--- config.mk ---
export PLATFORM = sky130hd
export DESIGN_NAME = cartridge_bank_mapper
export DESIGN_NICKNAME = d
export VERILOG_FILES = /design/src/hdl/cbm_pkg.sv /design/src/hdl/cbm_front.sv /design/src/hdl/cbm_queue.sv /design/src/hdl/cbm_back.sv /design/src/hdl/cartridge_bank_mapper.sv
export SDC_FILE = /design/constraint.sdc
export NUM_CORES = 1
export LEC_CHECK = 0
export BUFFER_PORTS_ARGS = -buffer_cell sky130_fd_sc_hd__buf_2
export CELL_PAD_IN_SITES_DETAIL_PLACEMENT = 1
export CELL_PAD_IN_SITES_GLOBAL_PLACEMENT = 2
export CORE_MARGIN = 2
export CORE_UTILIZATION = 40
export CTS_BUF_LIST = sky130_fd_sc_hd__clkbuf_16
export CTS_CLUSTER_SIZE = 24
export DETAILED_ROUTE_END_ITERATION = 8
export PLACE_DENSITY = 0.82
export SETUP_SLACK_MARGIN = 0.5
export SYNTH_ARGS = -nofsm -noshare
export SYNTH_HDL_FRONTEND = slang
export SYNTH_SLANG_ARGS = --single-unit
--- constraint.sdc ---
create_clock -name clk -period 2.95 [get_ports clk]
set_clock_uncertainty 0.2 [all_clocks]
set_input_delay 0.59 -clock clk [delete_from_list [all_inputs] [get_ports clk]]
set_output_delay 0.59 -clock clk [all_outputs]
set_load 0.05 [all_outputs]
--- src/hdl/cbm_pkg.sv ---
package cbm_pkg;

	localparam int QueueDepth = 4;
	localparam int QueuePtrW  = $clog2(QueueDepth);
	localparam int QueueCntW  = $clog2(QueueDepth + 1);

	localparam int AddrW   = 16;
	localparam int DataW   = 8;
	localparam int PhysW   = 21;
	localparam int TargetW = 3;
	localparam int MapperW = 2;

	// Mapper types as written to the configuration register.
	localparam logic [MapperW-1:0] MAPPER_NONE = 2'd0;
	localparam logic [MapperW-1:0] MAPPER_MBC1 = 2'd1;
	localparam logic [MapperW-1:0] MAPPER_MBC2 = 2'd2;

	// Result target codes.
	localparam logic [TargetW-1:0] TGT_PASS     = 3'd0;
	localparam logic [TargetW-1:0] TGT_ROM      = 3'd1;
	localparam logic [TargetW-1:0] TGT_RAM      = 3'd2;
	localparam logic [TargetW-1:0] TGT_CTRL     = 3'd3;
	localparam logic [TargetW-1:0] TGT_RAM_DROP = 3'd4;

	// Access kinds as sorted by the front end.
	typedef enum logic [2:0] {
		KIND_PASS,
		KIND_ROM_RD,
		KIND_RAM_RD,
		KIND_CTRL_WR,
		KIND_RAM_WR
	} cbm_kind_t;

	typedef struct packed {
		cbm_kind_t          kind;
		logic [AddrW-1:0]   addr;
		logic [DataW-1:0]   data;
	} cbm_item_t;

	typedef struct packed {
		logic      valid;
		cbm_item_t item;
	} cbm_qhead_t;

endpackage

--- src/hdl/cbm_front.sv ---
module cbm_front (
	input  logic                  push,
	input  logic                  op,
	input  logic [15:0]           bus_address,
	input  logic [7:0]            write_data,
	input  logic                  q_full,
	output logic                  full,
	output logic                  q_wr,
	output cbm_pkg::cbm_item_t    q_item
);
	import cbm_pkg::*;

	cbm_kind_t kind;

	always_comb begin
		if (op) begin
			if (bus_address[15:14] == 2'b01) begin
				kind = KIND_ROM_RD;
			end else if (bus_address[15:13] == 3'b101) begin
				kind = KIND_RAM_RD;
			end else begin
				kind = KIND_PASS;
			end
		end else begin
			if (!bus_address[15]) begin
				kind = KIND_CTRL_WR;
			end else if (bus_address[15:13] == 3'b101) begin
				kind = KIND_RAM_WR;
			end else begin
				kind = KIND_PASS;
			end
		end
	end

	assign full        = q_full;
	assign q_wr        = push && !q_full;
	assign q_item.kind = kind;
	assign q_item.addr = bus_address;
	assign q_item.data = write_data;

endmodule

--- src/hdl/cbm_queue.sv ---
module cbm_queue (
	input  logic                  clk,
	input  logic                  arst_n,
	input  logic                  wr,
	input  cbm_pkg::cbm_item_t    wr_item,
	input  logic                  rd,
	output logic                  full,
	output cbm_pkg::cbm_qhead_t   head
);
	import cbm_pkg::*;

	cbm_item_t               mem_q [QueueDepth];
	logic [QueuePtrW-1:0]    wr_ptr_q;
	logic [QueuePtrW-1:0]    rd_ptr_q;
	logic [QueueCntW-1:0]    count_q;
	logic                    do_rd;

	assign full       = (count_q == QueueCntW'(QueueDepth));
	assign head.valid = (count_q != '0);
	assign head.item  = mem_q[rd_ptr_q];
	assign do_rd      = rd && head.valid;

	always_ff @(posedge clk) begin
		if (wr) begin
			mem_q[wr_ptr_q] <= wr_item;
		end
	end

	always_ff @(posedge clk or negedge arst_n) begin
		if (!arst_n) begin
			wr_ptr_q <= '0;
			rd_ptr_q <= '0;
			count_q  <= '0;
		end else begin
			if (wr) begin
				wr_ptr_q <= wr_ptr_q + 1'b1;
			end
			if (do_rd) begin
				rd_ptr_q <= rd_ptr_q + 1'b1;
			end
			if (wr && !do_rd) begin
				count_q <= count_q + 1'b1;
			end else if (do_rd && !wr) begin
				count_q <= count_q - 1'b1;
			end
		end
	end

endmodule

--- src/hdl/cbm_back.sv ---
module cbm_back (
	input  logic                  clk,
	input  logic                  arst_n,
	input  logic                  cfg_wr,
	input  logic [1:0]            cfg_data,
	input  cbm_pkg::cbm_qhead_t   head,
	output logic                  head_rd,
	input  logic                  pop,
	output logic                  empty,
	output logic [2:0]            target,
	output logic [20:0]           physical_address,
	output logic                  ram_enabled
);
	import cbm_pkg::*;

	typedef struct packed {
		logic [TargetW-1:0] target;
		logic [PhysW-1:0]   phys;
		logic               ram_en;
	} cbm_result_t;

	logic [MapperW-1:0] mapper_q;
	logic               ram_en_q;
	logic [6:0]         rom_bank_q;
	logic [1:0]         ram_bank_q;
	logic               rom_mode_q;

	logic               ram_en_d;
	logic [6:0]         rom_bank_d;
	logic [1:0]         ram_bank_d;
	logic               rom_mode_d;

	logic               mbc1;
	logic               mbc2;
	cbm_item_t          it;
	cbm_result_t        res;

	// Two-entry result buffer so the back end keeps draining while a result waits.
	cbm_result_t        obuf_q [2];
	logic               owr_ptr_q;
	logic               ord_ptr_q;
	logic [1:0]         ocnt_q;
	logic               do_pop;
	logic               do_proc;

	function automatic logic [6:0] bank_nz(input logic [6:0] b);
		return (b == 7'd0) ? 7'd1 : b;
	endfunction

	assign mbc1 = (mapper_q == MAPPER_MBC1);
	assign mbc2 = (mapper_q == MAPPER_MBC2);
	assign it   = head.item;

	assign empty   = (ocnt_q == 2'd0);
	assign do_pop  = pop && !empty;
	assign head_rd = (ocnt_q != 2'd2) || do_pop;
	assign do_proc = head_rd && head.valid;

	// Register update for control writes; all other kinds leave state alone.
	always_comb begin
		ram_en_d   = ram_en_q;
		rom_bank_d = rom_bank_q;
		ram_bank_d = ram_bank_q;
		rom_mode_d = rom_mode_q;
		if (it.kind == KIND_CTRL_WR) begin
			case (it.addr[14:13])
				2'd0: begin
					if ((mbc1 || (mbc2 && !it.addr[8]))) begin
						if (it.data[3:0] == 4'hA) begin
							ram_en_d = 1'b1;
						end else if (it.data[3:0] == 4'h0) begin
							ram_en_d = 1'b0;
						end
					end
				end
				2'd1: begin
					if (mbc2) begin
						rom_bank_d = bank_nz({3'b000, it.data[3:0]});
					end else if (mbc1) begin
						rom_bank_d = bank_nz({rom_bank_q[6:5], it.data[4:0]});
					end
				end
				2'd2: begin
					if (mbc1) begin
						if (rom_mode_q) begin
							rom_bank_d = bank_nz({it.data[1:0], rom_bank_q[4:0]});
						end else begin
							ram_bank_d = it.data[1:0];
						end
					end
				end
				default: begin
					if (mbc1) begin
						rom_mode_d = !it.data[0];
						if (!it.data[0]) begin
							ram_bank_d = 2'd0;
						end
					end
				end
			endcase
		end
	end

	always_comb begin
		res.ram_en = ram_en_d;
		case (it.kind)
			KIND_ROM_RD: begin
				res.target = TGT_ROM;
				res.phys   = {rom_bank_q, it.addr[13:0]};
			end
			KIND_RAM_RD: begin
				res.target = TGT_RAM;
				res.phys   = PhysW'({ram_bank_q, it.addr[12:0]});
			end
			KIND_CTRL_WR: begin
				res.target = TGT_CTRL;
				res.phys   = '0;
			end
			KIND_RAM_WR: begin
				if (ram_en_q) begin
					res.target = TGT_RAM;
					res.phys   = PhysW'({ram_bank_q, it.addr[12:0]});
				end else begin
					res.target = TGT_RAM_DROP;
					res.phys   = '0;
				end
			end
			default: begin
				res.target = TGT_PASS;
				res.phys   = PhysW'(it.addr);
			end
		endcase
	end

	always_ff @(posedge clk) begin
		if (do_proc) begin
			obuf_q[owr_ptr_q] <= res;
		end
	end

	always_ff @(posedge clk or negedge arst_n) begin
		if (!arst_n) begin
			mapper_q   <= MAPPER_NONE;
			ram_en_q   <= 1'b0;
			rom_bank_q <= 7'd1;
			ram_bank_q <= 2'd0;
			rom_mode_q <= 1'b1;
			owr_ptr_q  <= 1'b0;
			ord_ptr_q  <= 1'b0;
			ocnt_q     <= 2'd0;
		end else begin
			if (cfg_wr) begin
				mapper_q <= cfg_data;
			end
			if (do_proc) begin
				ram_en_q   <= ram_en_d;
				rom_bank_q <= rom_bank_d;
				ram_bank_q <= ram_bank_d;
				rom_mode_q <= rom_mode_d;
				owr_ptr_q  <= !owr_ptr_q;
			end
			if (do_pop) begin
				ord_ptr_q <= !ord_ptr_q;
			end
			if (do_proc && !do_pop) begin
				ocnt_q <= ocnt_q + 1'b1;
			end else if (do_pop && !do_proc) begin
				ocnt_q <= ocnt_q - 1'b1;
			end
		end
	end

	assign target           = obuf_q[ord_ptr_q].target;
	assign physical_address = obuf_q[ord_ptr_q].phys;
	assign ram_enabled      = obuf_q[ord_ptr_q].ram_en;

endmodule

--- src/hdl/cartridge_bank_mapper.sv ---
// Bank mapper for MBC1 and MBC2 cartridges. Every bus access pushed in gives
// exactly one result, in order: the target class, the physical cartridge
// address and the RAM enable flag as it stands after the access. The block
// takes one access per clock cycle while full is low; an accepted access is
// registered in the queue and then in the result buffer before it can be
// popped. The rate is set by the back end, which decodes the queue head and
// updates the bank registers as it stores its result. A four-entry queue sits
// between the classifying front end and the back end, and a two-entry result
// buffer feeds the output side, so either side may stall without losing a
// cycle on the other. The mapper type is written through the cfg port, which
// is always ready; write it only while no accesses are in flight.
module cartridge_bank_mapper (
	input  logic        clk,
	input  logic        arst_n,
	input  logic        cfg_valid,
	output logic        cfg_ready,
	input  logic [1:0]  cfg_data,
	input  logic        push,
	output logic        full,
	input  logic        op,
	input  logic [15:0] bus_address,
	input  logic [7:0]  write_data,
	output logic        empty,
	input  logic        pop,
	output logic [2:0]  target,
	output logic [20:0] physical_address,
	output logic        ram_enabled
);
	import cbm_pkg::*;

	logic       q_full;
	logic       q_wr;
	cbm_item_t  q_item;
	cbm_qhead_t q_head;
	logic       q_rd;

	assign cfg_ready = 1'b1;

	cbm_front u_front (
		.push        (push),
		.op          (op),
		.bus_address (bus_address),
		.write_data  (write_data),
		.q_full      (q_full),
		.full        (full),
		.q_wr        (q_wr),
		.q_item      (q_item)
	);

	cbm_queue u_queue (
		.clk     (clk),
		.arst_n  (arst_n),
		.wr      (q_wr),
		.wr_item (q_item),
		.rd      (q_rd),
		.full    (q_full),
		.head    (q_head)
	);

	cbm_back u_back (
		.clk              (clk),
		.arst_n           (arst_n),
		.cfg_wr           (cfg_valid && cfg_ready),
		.cfg_data         (cfg_data),
		.head             (q_head),
		.head_rd          (q_rd),
		.pop              (pop),
		.empty            (empty),
		.target           (target),
		.physical_address (physical_address),
		.ram_enabled      (ram_enabled)
	);

endmodule
==> flow_metrics.tcl, run 1 <==
set metrics [dict create \
    synth_cell_type_count 58 \
    hold_path.startpoint "bus_address[1]" \
    worst_r2r_startpoint "u_queue.rd_ptr_q[0]" \
    nNetsFinal 537 \
    setup.worst_path.class "reg -> reg" \
    start_kind "flop" \
    grt_pass1_wl_um 22750 \
    outcome "complete, no violations" \
    num_antenna_cells 0 \
    global_route.overflow_total 0 \
    clk_latency_ns 0.43 \
    cts_max_level 4 \
    post_route_cell_area_um2 9183 \
    die_height_um 136.3 \
    dp_hpwl_um 9236 \
    floorplan_die_width_um 136.3 \
    holdCritPathClass "in -> reg" \
    gp_congestion 0.7943 \
    grt_antenna_before_repair 0 \
    pin_count_of_the_biggest_net_entering_global_routing 26 \
    clock_tree.root_cell "sky130_fd_sc_hd__clkbuf_16" \
    drtAntennaViolNets 0 \
    number_of_rows_created_at_floorplan 48 \
    crit_fanout 5 \
    synth_fp_nets 427 \
    n_fill_cell 1570 \
    path_cells "mux4_2 > ha_4 > a21o_4 > a2111o_1 > mux2_4" \
    period_minus_slack_ns 2.707 \
    synth_top_cell_area_share 0.6266 \
    synth-seq-area-share 0.7128 \
    critical_path_arrival_ns 2.86 \
    globalRouteTotalUtil 0.1679 \
    crit_path_max_delay_family "multiplexers" \
    max_slew_margin 0.4674 \
    fmaxAchievable_ghz 0.3694 \
    tritoncts.num_buffers 17 \
    drc 0 \
    synthesis.instances 384 \
    synth.top_cells.by_count "sky130_fd_sc_hd__edfxtp_1, sky130_fd_sc_hd__mux2_2, sky130_fd_sc_hd__dfrtp_1" \
    finalSetupTns_ns 0 \
    synth_largest_area_cell "sky130_fd_sc_hd__edfxtp_1" \
    areaGrowthSynthToFinish_pct 31.24 \
    route.detailed.wl_per_inst_um 21.13 \
    num_io_pins 60 \
    final.period_utilization 0.9177 \
    crit_path_max_incr_delay_ns 0.65 \
    cts_tree "done" \
    routed-via-count 3837 \
    dr.pass1.iters 4 \
    clock_tree.buffer_depth 2 \
    fp.dieArea_um2 18570 \
    avgSynthCellArea_um2 18.22 \
    placement.cell_area_um2 7740 \
    worstSetupStartpoint "u_queue.rd_ptr_q[0]" \
    number_of_synthesized_flops_with_an_enable_pin 146 \
    wirelength_um 15470 \
    clk_pin_slew_worst_paths_ns 0.07 \
    report.final.slew_viol_count 0 \
    maxCapViolations 0 \
    netlist_area_before_placement_um2 6997 \
    initial_core_util 0.4073 \
    most_frequent_cell_after_synthesis "sky130_fd_sc_hd__edfxtp_1" \
    synth_top_cells_by_area "sky130_fd_sc_hd__edfxtp_1, sky130_fd_sc_hd__dfrtp_1, sky130_fd_sc_hd__mux4_2, sky130_fd_sc_hd__mux2_2, sky130_fd_sc_hd__ha_1" \
    mean_number_of_vias_per_cell 5.242 \
    final_hold_viol_count 0 \
    synthArstFlopShare 0.1412 \
    rsz_0062_raised_after_global_routing "yes" \
    postSynthRegisterBits 170 \
    first_global_vias 4086 \
    portBuffers 55 \
    cts.sink_count 170 \
    timing_worst_slew_pin_value_ns 0.7882 \
    cp.required_ns 3.10 \
    setup_viol 0 \
    cp.depth 5 \
    postSynth.topFlopCell "sky130_fd_sc_hd__edfxtp_1" \
    drive_above_1_share 0.4970 \
    critical_path.slowest_cell "sky130_fd_sc_hd__mux4_2" \
    critical_path.n_buffers_inverters 0 \
    warning_count_from_the_yosys_run 0 \
    core_region_area_um2 17180 \
    end_kind "flop" \
    timing.hold.worst_path_depth 1 \
    detailedRoute.firstIterationViolations 200 \
    worst_r2r_path_depth 5 \
]
==> through the flow <==
step	instances	hold slack [ns]	util	setup WS [ns]
after floorplan	384	0.09441	-	0.1088
after global placement	669	0.2674	0.4506	0.1682
after detailed placement	669	0.2759	0.4506	0.1189
after CTS	719	0.1540	0.5072	0.3434
after global routing	732	0.1560	0.5346	0.1942
final	732	0.1725	0.5346	0.2427
==> path summary, 6_finish.rpt <==
check | end | slack, ns
worst max-delay path | u_back.rom_bank_q[0] | 0.24
worst min-delay path | u_queue.mem_q[1][9] | 0.17
worst max register to register | u_back.rom_bank_q[0] | 0.24
worst min register to register | u_queue.count_q[2] | 0.30
max in group asynchronous | u_queue.rd_ptr_q[1] | 1.62
min in group asynchronous | u_back.ocnt_q[1] | 0.50
==> layout make-up <==
class                      count  area [µm²]  share of cell area
tap                          225       281.5             0.03066
inverter                      13       66.31            0.007222
multi-input combinational    186        2271              0.2473
clock buffer                  17       425.4             0.04633
timing repair buffer         106       962.2              0.1048
clock inverter                15       182.7             0.01989
sequential                   170        4994              0.5438
==> registers in the layout (all words and copies together), names as in the netlist <==
| register | flops |
|---|---|
| u_back.rom_mode_q | 1 |
| u_back.rom_bank_q | 7 |
| u_back.mapper_q | 2 |
| u_back.owr_ptr_q | 1 |
| u_back.ord_ptr_q | 1 |
| u_queue.count_q | 3 |
| u_back.ram_en_q | 1 |
| u_queue.rd_ptr_q | 2 |
| u_back.ram_bank_q | 2 |
| u_queue.mem_q | 96 |
| u_queue.wr_ptr_q | 2 |
| u_back.obuf_q | 50 |
| u_back.ocnt_q | 2 |
==> worst register-to-register path, delay by kind of cell (launching register included) <==
family                     cells  cell delay (ns)
AOI/OAI and AO/OA              2             0.75
DFF                            1             0.46
adders and majority gates      1             0.23
muxes                          2             0.98
==> what timing repair did <==
action | in CTS | in global routing
hold endpoints to repair | 22 | 0
hold buffers | 1 | 0
pin swaps | 13 | 7
endpoints found under the setup margin | 81 | 77
cloned | 2 | 2
buffers inserted | 15 | 11
resized for setup | 62 | 118
==> placed cells by master, fill, tap and decap left out, types with 5 or more instances in the layout <==
| master | netlist | layout |
|---|---|---|
| sky130_fd_sc_hd__and2_4 | 0 | 5 |
| sky130_fd_sc_hd__buf_8 | 0 | 15 |
| sky130_fd_sc_hd__mux2_2 | 31 | 15 |
| sky130_fd_sc_hd__ha_1 | 10 | 6 |
| sky130_fd_sc_hd__buf_2 | 3 | 32 |
| sky130_fd_sc_hd__nor2b_4 | 0 | 14 |
| sky130_fd_sc_hd__xnor2_1 | 7 | 7 |
| sky130_fd_sc_hd__dfrtp_1 | 22 | 17 |
| sky130_fd_sc_hd__mux4_2 | 20 | 23 |
| sky130_fd_sc_hd__and2_1 | 13 | 8 |
| sky130_fd_sc_hd__mux2i_1 | 6 | 6 |
| sky130_fd_sc_hd__inv_1 | 12 | 9 |
| sky130_fd_sc_hd__nand2_1 | 7 | 7 |
| sky130_fd_sc_hd__mux2_4 | 1 | 17 |
| sky130_fd_sc_hd__buf_4 | 1 | 35 |
| sky130_fd_sc_hd__buf_6 | 1 | 19 |
| sky130_fd_sc_hd__dfrtp_2 | 0 | 5 |
| sky130_fd_sc_hd__edfxtp_1 | 146 | 146 |
| sky130_fd_sc_hd__clkbuf_16 | 0 | 19 |
| sky130_fd_sc_hd__inv_8 | 0 | 6 |
==> per-layer routing <==
metal	wire [µm]	track usage	share of wire	up-vias
li1	-	-	-	1725
met1	6398	0.2056	0.41	2003
met2	8262	0.2862	0.53	88
met3	516	0.03430	0.033	21
met4	292	0.07697	0.019	0
met5	0	0	0	-
==> cell families (layout without fill, tap and decap cells) <==
group / Yosys count / after routing / synth area share
compound gates: 33 / 33 / 0.03863
xor+xnor: 11 / 11 / 0.01377
fa+ha+maj: 11 / 11 / 0.02074
buf+inv: 28 / 151 / 0.01717
flops: 170 / 170 / 0.7128
mux: 61 / 61 / 0.1363
other cells: 1 / 1 / 0.0005360
simple gates: 69 / 69 / 0.06009
Power of run 1 is not shown: default switching activity piles up to over one toggle a cycle in this logic, so the estimate is an artifact.
==> run 2, diff against run 1 <==
CORE_ASPECT_RATIO = 0.5   (was default)
CTS_CLUSTER_SIZE = 40   (was 24)
==> flow_metrics.tcl, run 2 (synthesized netlist as in run 1, its figures left out) <==
set metrics [dict create \
    multi_input_area_um2 2183 \
    cts.sink_count 170 \
    core_region_area_um2 17230 \
    path_cells "mux4_2 > inv_2 > ha_4 > inv_4 > a2111oi_4 > nand4_1 > mux2_4" \
    report.final.slew_viol_count 0 \
    wirelength_um 15820 \
    dr.pass1.iters 4 \
    num_antenna_cells 0 \
    end_kind "flop" \
    largest_register_ff_count 96 \
    detailedRoute.firstIterationViolations 257 \
    reg2reg_setup_slack_ns 0.29 \
    worst_r2r_startpoint "u_queue.rd_ptr_q[0]" \
    mean_number_of_vias_per_cell 5.130 \
    clock_tree.root_cell "sky130_fd_sc_hd__clkbuf_16" \
    drive_above_1_share 0.4777 \
    gp_congestion 0.7780 \
    clk_pin_slew_worst_paths_ns 0.08 \
    clock_tree.buffer_depth 2 \
    max_slew_margin 0.5971 \
    maxCapViolations 0 \
    finalSetupTns_ns 0 \
    holdCritPathClass "in -> reg" \
    outcome "complete, no violations" \
    n_fill_cell 1597 \
    grt_pass1_wl_um 23450 \
    final_hold_viol_count 0 \
    layout_commonest_cell "sky130_fd_sc_hd__edfxtp_1" \
    most-common-layout-cells "sky130_fd_sc_hd__edfxtp_1, sky130_fd_sc_hd__buf_4, sky130_fd_sc_hd__buf_2" \
    dp_hpwl_um 9765 \
    route.detailed.wl_per_inst_um 21.12 \
    nNetsFinal 545 \
    critical_path.slowest_cell "sky130_fd_sc_hd__mux4_2" \
    cts_tree "done" \
    critical_path_arrival_ns 2.79 \
    timing_worst_slew_pin_value_ns 0.5981 \
    portBuffers 55 \
    number_of_rows_created_at_floorplan 34 \
    setup.worst_path.class "reg -> reg" \
    hold_path.startpoint "bus_address[4]" \
    pin_count_of_the_biggest_net_entering_global_routing 26 \
    crit_fanout 5 \
    rsz_0062_raised_after_global_routing "yes" \
    crit_path_max_incr_delay_ns 0.64 \
    cts_max_level 4 \
    worstSetupStartpoint "u_queue.rd_ptr_q[0]" \
    final.period_utilization 0.9025 \
    clk_latency_ns 0.44 \
    routed-via-count 3842 \
    global_route.overflow_total 0 \
    period_minus_slack_ns 2.663 \
    setup_viol 0 \
    grt_antenna_before_repair 0 \
    num_io_pins 60 \
    areaGrowthSynthToFinish_pct 30.92 \
    die_height_um 97.52 \
    crit_path_max_delay_family "multiplexers" \
    floorplan_die_width_um 191.0 \
    register_cell_area_after_layout_um2 4995 \
    critical_path.n_buffers_inverters 2 \
    initial_core_util 0.4061 \
    largest_register "u_queue.mem_q" \
    globalRouteTotalUtil 0.1729 \
    drtAntennaViolNets 0 \
    fmaxAchievable_ghz 0.3756 \
    first_global_vias 4109 \
    reg_top3 "u_queue.mem_q x96, u_back.obuf_q x50, u_back.rom_bank_q x7" \
    cp.required_ns 3.07 \
    fp.dieArea_um2 18630 \
    drc 0 \
    start_kind "flop" \
    tritoncts.num_buffers 17 \
]
-- run 2: changes by cell type in the layout (fill, tap and decap cells not counted), sizes merged --
cell / previous run / this run
clkinvlp: 2 / 0
clkinv: 5 / 9
bufinv: 1 / 2
inv: 20 / 17
buf: 103 / 110
clkbuf: 19 / 20
-- run 2: area by class of cell --
class	count	share of cell area
tap	234	0.03196
clock inverter	15	0.02527
timing repair buffer	114	0.1057
sequential	170	0.5453
multi-input combinational	186	0.2384
clock buffer	17	0.04644
inverter	13	0.006966
-- run 2: final timing paths --
check                                            end  cells after the start
worst min register to register    u_queue.count_q[2]                      1
min in group asynchronous           u_back.ocnt_q[1]                      2
worst min-delay path            u_queue.mem_q[0][12]                      1
worst max register to register  u_back.ram_bank_q[0]                      7
worst max-delay path            u_back.ram_bank_q[0]                      7
max in group asynchronous         u_queue.count_q[1]                      2
-- run 2: per-stage QoR --
stage,utilization,hold WS (ns),instance area (µm²),cells,setup slack (ns)
finish,0.5317,0.1617,9160,749,0.2875
CTS,0.5045,0.1506,8692,730,0.3225
detailed placement,0.4516,0.2862,7781,682,0.08151
global placement,0.4516,0.2817,7781,682,0.1772
global route,0.5317,0.1544,9160,749,0.1990
floorplan,-,0.09441,7151,384,0.1088
-- run 2: what timing repair did --
| action | in CTS | in global routing |
|---|---|---|
| hold buffers | 1 | 0 |
| buffers inserted | 15 | 15 |
| gates resized for setup | 31 | 89 |
| setup endpoints to repair | 82 | 71 |
| cloned | 0 | 4 |
| endpoints found under the hold margin | 22 | 0 |
| pin swaps | 6 | 9 |
-- run 2: layer usage --
| layer | up-vias | routed length (µm) | global-route usage |
|---|---|---|---|
| met3 | 10 | 500 | 0.03864 |
| met1 | 2014 | 7380 | 0.2342 |
| li1 | 1743 | - | - |
| met4 | 0 | 127 | 0.06202 |
| met2 | 75 | 7811 | 0.2751 |
| met5 | - | 0 | 0 |
Power of run 2 is left out for the same reason.
==> run 3, diff against run 2 <==
SETUP_SLACK_MARGIN = default   (was 0.5)
==> flow_metrics.tcl, run 3 (synthesized netlist as in run 1, its figures left out) <==
set metrics [dict create \
    reg_top3 "u_queue.mem_q x96, u_back.obuf_q x50, u_back.rom_bank_q x7" \
    pin_count_of_the_biggest_net_entering_global_routing 26 \
    tritoncts.num_buffers 17 \
    path_cells "buf_4 > mux4_1 > buf_4 > nand2b_1 > a21oi_1 > a211o_1" \
    num_antenna_cells 0 \
    critical_path.slowest_cell "sky130_fd_sc_hd__mux4_1" \
    reg2reg_setup_slack_ns 0.12 \
    maxCapViolations 0 \
    clock_tree.buffer_depth 2 \
    first_global_vias 3976 \
    finalSetupTns_ns 0 \
    worst_r2r_startpoint "u_queue.rd_ptr_q[0]" \
    max_slew_margin 0.4963 \
    end_kind "flop" \
    hold_path.startpoint "bus_address[5]" \
    drc 0 \
    final_hold_viol_count 0 \
    wirelength_um 14460 \
    areaGrowthSynthToFinish_pct 18.72 \
    largest_register_ff_count 96 \
    timing.hold.worst_path_depth 1 \
    core_region_area_um2 17230 \
    postCtsSetupRepairBufs 0 \
    cts_resized 0 \
    dp_hpwl_um 9894 \
    crit_fanout 13 \
    pwr_density_cell_nw_per_um2 1263 \
    final.period_utilization 0.9604 \
    whs_ns 0.1666 \
    globalRouteTotalUtil 0.1679 \
    period_minus_slack_ns 2.833 \
    fp.dieArea_um2 18630 \
    worst_r2r_path_depth 6 \
    report.final.slew_viol_count 0 \
    cts_max_level 4 \
    drtAntennaViolNets 0 \
    placed_cells_incl_taps 681 \
    outcome "complete, no violations" \
    clock_tree.root_cell "sky130_fd_sc_hd__clkbuf_16" \
    most-common-layout-cells "sky130_fd_sc_hd__edfxtp_1, sky130_fd_sc_hd__buf_2, sky130_fd_sc_hd__mux2_2" \
    setup_viol 0 \
    cts.sink_count 170 \
    floorplan_die_width_um 191.0 \
    die_height_um 97.52 \
    mean_number_of_vias_per_cell 5.028 \
    report.power.total_w 0.01049 \
    largest_register "u_queue.mem_q" \
    portBuffers 55 \
    cp.depth 6 \
    clk_latency_ns 0.43 \
    cp.required_ns 2.92 \
    gp_congestion 0.7607 \
    regToRegEndpoint "u_back.obuf_q[1][15]" \
    num_io_pins 60 \
    holdCritPathClass "in -> reg" \
    crit_path_end "u_back.obuf_q[1][15]" \
    route.detailed.wl_per_inst_um 20.25 \
    clk_pin_slew_worst_paths_ns 0.07 \
    fmaxAchievable_ghz 0.3530 \
    drive_above_1_share 0.3542 \
    worstSetupStartpoint "u_queue.rd_ptr_q[0]" \
    crit_path_max_incr_delay_ns 0.65 \
    total_leakage_power_nw 3.032 \
    grt_pass1_wl_um 22690 \
    start_kind "flop" \
    setup.worst_path.class "reg -> reg" \
    rsz_0062_raised_after_global_routing "no" \
    routed-via-count 3590 \
    number_of_rows_created_at_floorplan 34 \
    crit_path_max_delay_family "multiplexers" \
    global_route.overflow_total 0 \
    dr.pass1.iters 4 \
    nNetsFinal 510 \
    fin_util 0.4821 \
    instances_no_fill 714 \
    vdd_drop_max_uv 618.0 \
    critical_path_arrival_ns 2.80 \
    initial_core_util 0.4061 \
    cts_tree "done" \
    critical_path.n_buffers_inverters 2 \
    cp_common_cell "sky130_fd_sc_hd__buf_4" \
    ctsHoldBuffers 1 \
    grt_antenna_before_repair 0 \
    layout_commonest_cell "sky130_fd_sc_hd__edfxtp_1" \
    timing_worst_slew_pin_value_ns 0.7454 \
    detailedRoute.firstIterationViolations 182 \
]
run 3: changes by cell type in the layout (fill, tap and decap cells not counted), moves of 11 or more:
cell / before / now
sky130_fd_sc_hd__buf_2: 38 / 55
sky130_fd_sc_hd__buf_4: 47 / 23
sky130_fd_sc_hd__buf_6: 12 / 0
sky130_fd_sc_hd__buf_8: 11 / 0
sky130_fd_sc_hd__mux2_2: 17 / 31
sky130_fd_sc_hd__mux2_4: 15 / 1
run 3: worst min path at each step:
stage                                 to  slack [ns]
finish              u_queue.mem_q[3][13]        0.17
global route        u_queue.mem_q[3][12]        0.16
CTS                 u_queue.mem_q[0][13]        0.15
detailed placement     u_back.rom_mode_q        0.29
global placement      u_queue.count_q[2]        0.27
floorplan             u_back.mapper_q[0]        0.09
run 3: metal layers:
layer	wire length, µm	global-route usage	up-vias
met5	0	0	-
met4	197	0.05128	0
met3	616	0.04875	20
met2	6874	0.2695	69
met1	6771	0.2217	1831
li1	-	-	1670
run 3: worst reg2reg max path, delay by kind of cell (launching register included):
| kind | cells | cell delay [ns] |
|---|---|---|
| muxes | 1 | 0.65 |
| AOI/OAI and AO/OA | 2 | 0.49 |
| buffers and inverters | 2 | 0.48 |
| DFF | 1 | 0.46 |
| and+or+nand+nor | 1 | 0.29 |
run 3: where the power goes:
group	leakage (nW)	switching (W)	internal (W)
clock	0.297	0.00108	0.00116
combinational	1.08	0.00279	0.00150
sequential	1.65	0.000295	0.00365
total	3.03	0.00417	0.00632
run 3: per-stage QoR:
step	instance area (µm²)	setup slack, ns
floorplan	7009	0.02572
global placement	7674	0.1078
detailed placement	7674	0.006545
CTS	8307	0.08390
global route	8307	0.003531
finish	8307	0.1168
run 3: area by class of cell:
| type | count | area, µm² |
|---|---|---|
| Fill cell | 1650 | 8922 |
| Sequential cell | 170 | 4987 |
| Multi-Input combinational cell | 186 | 1897 |
| Timing Repair Buffer | 79 | 457.9 |
| Clock buffer | 17 | 425.4 |
| Tap cell | 234 | 292.8 |
| Clock inverter | 15 | 197.7 |
| Inverter | 13 | 48.80 |
(Power assumes the default switching activity.)
